[src/hdl/ldlt_pkg.sv]
`default_nettype none
package ldlt_pkg;

  localparam int MAX_DIM  = 64;
  localparam int IDX_W    = 6;
  localparam int CNT_W    = 7;
  localparam int VAL_W    = 32;
  localparam int PROD_W   = 64;
  localparam int ACC_W    = 72;
  localparam int FRAC_W   = 16;
  localparam int DNUM_W   = 49;
  localparam int DCNT_W   = 6;

  typedef enum logic [1:0] {
    OP_FACTOR = 2'd0,
    OP_RHS    = 2'd1,
    OP_SOLVE  = 2'd2,
    OP_NONE   = 2'd3
  } op_t;

  typedef enum logic [3:0] {
    S_IDLE,
    S_SUM_RD,
    S_SUM_LD,
    S_TERM_RD,
    S_TERM_MUL,
    S_TERM_ACC,
    S_SUM_WR,
    S_DIAG_RD,
    S_DIAG_CHK,
    S_DIAG_WAIT,
    S_OUT_RD,
    S_OUT_LD
  } state_t;

  typedef struct packed {
    logic [IDX_W-1:0] frow;
    logic [IDX_W-1:0] fcol;
    logic [IDX_W-1:0] sidx;
    logic [IDX_W-1:0] vidx;
    logic             acc_ld_work;
    logic             acc_ld_scaled;
    logic             mul_en;
    logic             acc_sub;
    logic             sol_wr;
    logic             scl_wr;
    logic             scl_zero;
    logic             div_start;
    logic             piv_clr;
    logic             piv_set;
    logic             out_load;
    logic             out_last;
  } dp_cmd_t;

  typedef struct packed {
    logic d_zero;
    logic div_done;
    logic out_free;
  } dp_stat_t;

endpackage
`default_nettype wire

[src/hdl/ldlt_ctrl.sv]
`default_nettype none
module ldlt_ctrl
  import ldlt_pkg::*;
(
  input  wire logic             clk,
  input  wire logic             rst_n,
  input  wire logic             cfg_we,
  input  wire logic [CNT_W-1:0] cfg_wdata,
  input  wire logic             in_valid,
  input  wire logic [1:0]       in_operation,
  output logic                  in_ready,
  input  wire dp_stat_t         stat,
  output dp_cmd_t               cmd
);

  state_t           state_r, state_nxt;
  logic [CNT_W-1:0] dim_r;
  logic [CNT_W-1:0] n_r, n_nxt;
  logic [CNT_W-1:0] y_r, y_nxt;
  logic [CNT_W-1:0] x_r, x_nxt;
  logic             bwd_r, bwd_nxt;
  logic             more;
  logic             start;
  logic             y_end;

  assign start = in_valid && state_r == S_IDLE && op_t'(in_operation) == OP_SOLVE;
  assign more  = bwd_r ? (x_r < n_r) : (x_r < y_r);
  assign y_end = (y_r == n_r - 1'b1);

  always_comb begin
    state_nxt = state_r;
    n_nxt     = n_r;
    y_nxt     = y_r;
    x_nxt     = x_r;
    bwd_nxt   = bwd_r;
    case (state_r)
      S_IDLE: begin
        if (start) begin
          if (dim_r == '0) begin
            n_nxt = CNT_W'(1);
          end else if (dim_r > CNT_W'(MAX_DIM)) begin
            n_nxt = CNT_W'(MAX_DIM);
          end else begin
            n_nxt = dim_r;
          end
          y_nxt     = '0;
          bwd_nxt   = 1'b0;
          state_nxt = S_SUM_RD;
        end
      end
      S_SUM_RD: begin
        x_nxt     = bwd_r ? y_r + 1'b1 : '0;
        state_nxt = S_SUM_LD;
      end
      S_SUM_LD: state_nxt = more ? S_TERM_RD : S_SUM_WR;
      S_TERM_RD: state_nxt = S_TERM_MUL;
      S_TERM_MUL: begin
        x_nxt     = x_r + 1'b1;
        state_nxt = S_TERM_ACC;
      end
      S_TERM_ACC: state_nxt = more ? S_TERM_RD : S_SUM_WR;
      S_SUM_WR: begin
        if (!bwd_r) begin
          if (y_end) begin
            y_nxt     = '0;
            state_nxt = S_DIAG_RD;
          end else begin
            y_nxt     = y_r + 1'b1;
            state_nxt = S_SUM_RD;
          end
        end else if (y_r == '0) begin
          state_nxt = S_OUT_RD;
        end else begin
          y_nxt     = y_r - 1'b1;
          state_nxt = S_SUM_RD;
        end
      end
      S_DIAG_RD: state_nxt = S_DIAG_CHK;
      S_DIAG_CHK, S_DIAG_WAIT: begin
        if (state_r == S_DIAG_CHK && !stat.d_zero) begin
          state_nxt = S_DIAG_WAIT;
        end else if (state_r == S_DIAG_CHK || stat.div_done) begin
          if (y_end) begin
            bwd_nxt   = 1'b1;
            state_nxt = S_SUM_RD;
          end else begin
            y_nxt     = y_r + 1'b1;
            state_nxt = S_DIAG_RD;
          end
        end
      end
      S_OUT_RD: state_nxt = S_OUT_LD;
      S_OUT_LD: begin
        if (stat.out_free) begin
          if (y_end) begin
            state_nxt = S_IDLE;
          end else begin
            y_nxt     = y_r + 1'b1;
            state_nxt = S_OUT_RD;
          end
        end
      end
      default: state_nxt = S_IDLE;
    endcase
  end

  always_comb begin
    cmd      = '0;
    cmd.frow = (state_r == S_TERM_RD && bwd_r) ? x_r[IDX_W-1:0] : y_r[IDX_W-1:0];
    cmd.fcol = (state_r == S_TERM_RD && !bwd_r) ? x_r[IDX_W-1:0] : y_r[IDX_W-1:0];
    cmd.sidx = (state_r == S_TERM_RD) ? x_r[IDX_W-1:0] : y_r[IDX_W-1:0];
    cmd.vidx = y_r[IDX_W-1:0];
    case (state_r)
      S_IDLE:     cmd.piv_clr = start;
      S_SUM_LD: begin
        cmd.acc_ld_work   = !bwd_r;
        cmd.acc_ld_scaled = bwd_r;
      end
      S_TERM_MUL: cmd.mul_en  = 1'b1;
      S_TERM_ACC: cmd.acc_sub = 1'b1;
      S_SUM_WR:   cmd.sol_wr  = 1'b1;
      S_DIAG_CHK: begin
        cmd.div_start = !stat.d_zero;
        cmd.scl_wr    = stat.d_zero;
        cmd.scl_zero  = stat.d_zero;
        cmd.piv_set   = stat.d_zero;
      end
      S_DIAG_WAIT: cmd.scl_wr = stat.div_done;
      S_OUT_LD: begin
        cmd.out_load = stat.out_free;
        cmd.out_last = y_end;
      end
      default: cmd.piv_clr = 1'b0;
    endcase
  end

  assign in_ready = (state_r == S_IDLE);

  always_ff @(posedge clk) begin
    if (!rst_n) begin
      state_r <= S_IDLE;
      dim_r   <= CNT_W'(MAX_DIM);
      n_r     <= CNT_W'(MAX_DIM);
      y_r     <= '0;
      x_r     <= '0;
      bwd_r   <= 1'b0;
    end else begin
      state_r <= state_nxt;
      if (cfg_we) begin
        dim_r <= cfg_wdata;
      end
      n_r   <= n_nxt;
      y_r   <= y_nxt;
      x_r   <= x_nxt;
      bwd_r <= bwd_nxt;
    end
  end

  a_div_wait: assert property (@(posedge clk) disable iff (!rst_n)
    cmd.div_start |=> state_r == S_DIAG_WAIT)
    else $error("divider started without waiting for it");
  a_div_hold: assert property (@(posedge clk) disable iff (!rst_n)
    (state_r == S_DIAG_WAIT && !stat.div_done) |=> state_r == S_DIAG_WAIT)
    else $error("left divider wait early");
  a_out_free: assert property (@(posedge clk) disable iff (!rst_n)
    cmd.out_load |-> stat.out_free)
    else $error("output register overwritten");
  a_y_range: assert property (@(posedge clk) disable iff (!rst_n)
    state_r != S_IDLE |-> y_r < n_r)
    else $error("row counter beyond dimension");

endmodule
`default_nettype wire

[config.mk]
export PLATFORM = sky130hd
export DESIGN_NAME = ldlt_ctrl
export DESIGN_NICKNAME = d
export VERILOG_FILES = /design/src/hdl/ldlt_pkg.sv /design/src/hdl/ldlt_ctrl.sv
export SDC_FILE = /design/constraint.sdc
export NUM_CORES = 1
export LEC_CHECK = 0
export BUFFER_PORTS_ARGS = -buffer_cell sky130_fd_sc_hd__buf_2
export CORE_ASPECT_RATIO = 0.5
export CORE_MARGIN = 2
export CORE_UTILIZATION = 50
export CTS_CLUSTER_DIAMETER = 120
export CTS_CLUSTER_SIZE = 12
export DETAILED_ROUTE_END_ITERATION = 10
export PLACE_DENSITY_LB_ADDON = 0.25
export SLEW_MARGIN = 20
export SYNTH_ARGS = -nofsm -noshare
export SYNTH_HDL_FRONTEND = slang
export SYNTH_SLANG_ARGS = --single-unit
[constraint.sdc]
create_clock -name clk -period 4.3 [get_ports clk]
set_clock_uncertainty 0.05 [all_clocks]
set_input_delay 1.29 -clock clk [delete_from_list [all_inputs] [get_ports clk]]
set_output_delay 1.29 -clock clk [all_outputs]
set_load 0.05 [all_outputs]
* Word level (Yosys, flattened, before mapping)
Cells that the tools add are included.
** Storage, ports and cells
- Bits in registers :: 33
- Input port bits :: 16
- Output and inout port bits :: 37
- Word-level logic and storage cells :: 95
** Cells by class
- Add/subtract/negate cells :: 4
- $lt $le $gt $ge :: 3
- Eq/ne operators :: 20
- Mux-type cells :: 42
- Reduce and logical (&&, ||, !) cells :: 20
** Operators by type and width (count)
- 7-bit 2-to-1 mux :: 11
- 4-bit case mux with 10 select lines :: 1
- 4-bit 2-to-1 mux :: 7
- 7-bit case mux with 4 select lines :: 1
- 6-bit 2-to-1 mux :: 3
- 4-bit by 3-bit == test with 1-bit output (second input constant) :: 4
- 4-bit == test (second input constant) :: 4
- 7-bit by 1-bit adder with 7-bit output (second input constant) :: 2
- 7-bit logical NOT :: 2
- 7-bit less-than comparator :: 2
- 7-bit case mux with 2 select lines :: 1
- 7-bit by 1-bit subtractor with 7-bit output (second input constant) :: 2
- 1-bit 2-to-1 mux :: 10
- 3-bit 2-to-1 mux :: 3
- 4-bit by 2-bit == test with 1-bit output (second input constant) :: 2
- 2-bit != test (second input constant) :: 4
- 7-bit == test :: 1
- 7-bit > comparator (second input constant) :: 1
- 2-bit 2-to-1 mux :: 3
- 3-bit != test (second input constant) :: 2
- 6-bit AND reduction :: 1
- 1-bit logical AND :: 5
- 5-bit AND reduction :: 1
- 4-bit by 1-bit == test with 1-bit output (second input constant) :: 1
- other kinds (11) :: 15

* Depth between registers and ports, before layout
- Depth after elaboration :: 6
- Mapped depth :: 10
- Gate-level depth less buffers :: 9

* Least setup slack after synthesis
No wires, ideal clock.
- Kind :: reg2out
- From :: register state_r[3]
- To :: output port cmd[3] (netlist bit)
- Arrival :: 3.189 ns
- Required time :: 2.960 ns
- Path slack :: -0.229 ns
- Stages on the path, launching flop included :: 6
- Path buffers :: 2
- Path through :: dfxtp_1 > clkbuf_1 > nor4_1 > nand4b_1 > clkbuf_1 > inv_1
** RTL lines
- start, declared :: line ldlt_ctrl.sv:16 : state_t state_r, state_nxt;
- start signal, assigned :: line ldlt_ctrl.sv:148 : state_r <= state_nxt;
- end, declared :: line ldlt_ctrl.sv:13 : output dp_cmd_t cmd

==> impl_metrics.tcl <==
set metrics [dict create \
    synth_area_per_cell_sq_um 7.510 \
    leakagePower_nw 1.511 \
    drt_pass1_iterations 8 \
    vias 3129 \
    clk_lat_worst_skew_ns 0.29 \
    global_route_wire_length_before_repair_mm 14.17 \
    grt_start_max_net_pins 21 \
    worst-endpoint-arrival_ns 2.76 \
    async_reset_ff_share_pct 0 \
    layout-drive-gt1-share_pct 20.28 \
    synth_mux_area_share_pct 6.664 \
    tritoncts.num_buffers 5 \
    maxCapViolations 0 \
    slew-limit-headroom_pct 50.08 \
    dominantRegCellSynth "sky130_fd_sc_hd__dfxtp_1" \
    post_synth_xor_area_fraction_pct 4.892 \
    tightestPinTransition_ns 0.7472 \
    cp_cell_sequence "inv_1 > ha_1 > or3b_1 > a221oi_1 > nor4b_4 > buf_4 > nand3_4 > nor2_1 > buf_2" \
    antenna_found_initial 0 \
    setup-violations-final 0 \
    final_period_minus_worst_setup_slack_ns 4.103 \
    rows 19 \
    timing_max_transition_violations_final 0 \
    max_stage_delay_ns 0.39 \
    required_ns 2.96 \
    gpl.final_weighted_congestion 0.8733 \
    compound_gate_portion_of_the_synthesized_area_pct 22.48 \
    seq_cells_post_synth 33 \
    cts_sinks 33 \
    synth_largest_area_cell "sky130_fd_sc_hd__dfxtp_1" \
    crit_path_start_kind "register" \
    peakVddDrop_mv 0.2403 \
    p_per_area_nw_per_um2 259.0 \
    crit_path_top_delay_cell "sky130_fd_sc_hd__dfxtp_1" \
    grt_usage_pct 27.79 \
    critical_path.max_fanout 9 \
    count_of_hold_fix_buffers_inserted_at_cts 0 \
    postRouteAntennaNets 0 \
    viasPerCell 6.233 \
    drt_first_iter_violations 340 \
    synthesis.area_sq_um 2967 \
    netlist_top_cells_count "41 x sky130_fd_sc_hd__nor2_1, 36 x sky130_fd_sc_hd__nand2_1, 33 x sky130_fd_sc_hd__dfxtp_1, 26 x sky130_fd_sc_hd__a21oi_1, 23 x sky130_fd_sc_hd__clkbuf_1" \
    global_route.overflow_total 0 \
    max_freq_mhz 243.7 \
    initial_utilization_pct 52.88 \
    nets 461 \
    drc_errors 3 \
    synth_top_family_by_area "simple AND/OR/NAND/NOR gates" \
    yosys_warnings 0 \
    yosys.cell_count.top_type "sky130_fd_sc_hd__nor2_1" \
    grt_setup_unrepaired "false" \
    num_io_pins 53 \
    synth_simple_gate_area_share_pct 28.55 \
    yosysUniqueCellTypes 64 \
    critical_path.endpoint_type "primary output" \
    post_synth_fa_ha_maj_area_fraction_pct 7.170 \
    violated_checks "design-rule violations" \
    post_synth_inst_count 395 \
    timing.hold.worst.class "register to register" \
    synthTopCellsByArea "sky130_fd_sc_hd__dfxtp_1 22%, sky130_fd_sc_hd__ha_1 7.2%, sky130_fd_sc_hd__nor2_1 5.2%" \
    synthesis.nets 428 \
    final_hpwl_dp_mm 6.583 \
    cts_tree "built" \
    htree_num_levels 2 \
    finalHoldViolations 0 \
    synth_edf_count 0 \
    core_area_sq_um 5610 \
    clock_tree.root_cell "sky130_fd_sc_hd__clkbuf_16" \
    dieArea_sq_um 6602 \
    share_of_the_cycle_needed_by_the_critical_path_after_routing_pct 95.42 \
    avgRoutedWirePerCell_um 17.85 \
    flow.area_growth_from_synthesis_pct 14.30 \
    synth_top_area_share_pct 22.27 \
    clock_path_buffers 2 \
    final.setup.tns_ns 0 \
    run_status "finished, violations left" \
    cts.clk_slew.worst_paths_ns 0.05 \
    grt_pass1_vias 2771 \
    antennaDiodeCount 0 \
    die_y_um 58.47 \
    post_cts.resized_instances 0 \
    worstSetupPathType "register to primary output" \
    whs_ns 0.4417 \
    fraction_of_the_yosys_area_taken_by_sequential_cells_pct 22.27 \
    die_w_um 112.9 \
    port_buffers 52 \
    total_wire_length_mm 8.962 \
]
area by class of cell:
cell class / count / area (sq um)
Sequential cell: 33 / 660.6
Inverter: 23 / 86.33
Clock buffer: 5 / 125.1
Tap cell: 73 / 91.34
Fill cell: 528 / 2220
Timing Repair Buffer: 58 / 305.3
Multi-Input combinational cell: 307 / 2076
Clock inverter: 3 / 46.29
placed cells by master (no fill, tap or decap), drive strengths merged, types with 9 or more instances in the layout:
master / Yosys / layout
a21oi: 27 / 27
and3: 10 / 10
buf: 9 / 58
dfxtp: 33 / 33
ha: 17 / 17
inv: 22 / 22
mux2i: 13 / 13
nand2: 37 / 37
nand3: 15 / 15
nor2: 41 / 41
nor2b: 9 / 9
nor3: 12 / 12
nor3b: 10 / 10
o21ai: 21 / 21
xnor2: 10 / 10
what timing repair did:
action                     CTS  global route
buffers inserted             0             1
hold endpoints to repair     0             0
setup endpoints to repair    0             1
registers in the layout, indices dropped and copies added (netlist names):
signal   cells
dim_r        7
x_r          7
n_r          7
bwd_r        1
state_r      4
y_r          7
worst max-delay path, delay by kind of cell (launching register included):
kind	cells	cell delay, ns
flops	1	0.39
compound gates	1	0.34
buf+inv	3	0.57
fa+ha+maj	1	0.29
simple gates	4	0.88
metal layers:
layer	vias to the layer above	wire [um]	global-route usage (%)
li1	1477	-	-
met1	1494	3974	37.63
met3	16	889	7.415
met5	-	0	0
met4	0	136	8.362
met2	142	3961	44.23
logic make-up after synthesis:
| group | after synthesis |
|---|---|
| fa+ha+maj | 17 |
| compound gates | 95 |
| simple gates | 161 |
| xor+xnor | 15 |
| buf+inv | 55 |
| flops | 33 |
| mux | 19 |
power by group:
group | switching [mW] | internal, mW
logic | 0.0785 | 0.0455
clock network | 0.151 | 0.274
registers | 0.0156 | 0.314
total | 0.245 | 0.633
per-stage QoR:
| stage | setup WS [ns] | cell area (sq um) | instances | utilization (%) | power [mW] |
|---|---|---|---|---|---|
| after floorplan | 0.3381 | 2973 | 395 | - | 0.4247 |
| after global placement | 0.5572 | 3212 | 493 | 57.25 | 0.4539 |
| after detailed placement | 0.3927 | 3212 | 493 | 57.25 | 0.4577 |
| after CTS | 0.07243 | 3383 | 501 | 60.30 | 0.8850 |
| after global routing | 0.08825 | 3391 | 502 | 60.44 | 0.9094 |
| final | 0.1970 | 3391 | 502 | 60.44 | 0.8784 |
final timing paths:
check	from	end	slack [ns]	depth (start not counted)
worst min-delay path	dim_r[0]	dim_r[0]	0.44	2
worst max register to register	n_r[0]	y_r[4]	1.28	10
worst max-delay path	n_r[0]	cmd[0]	0.20	9
worst min register to register	dim_r[0]	dim_r[0]	0.44	2
No activity file was read; power rests on OpenSTA's default activity.
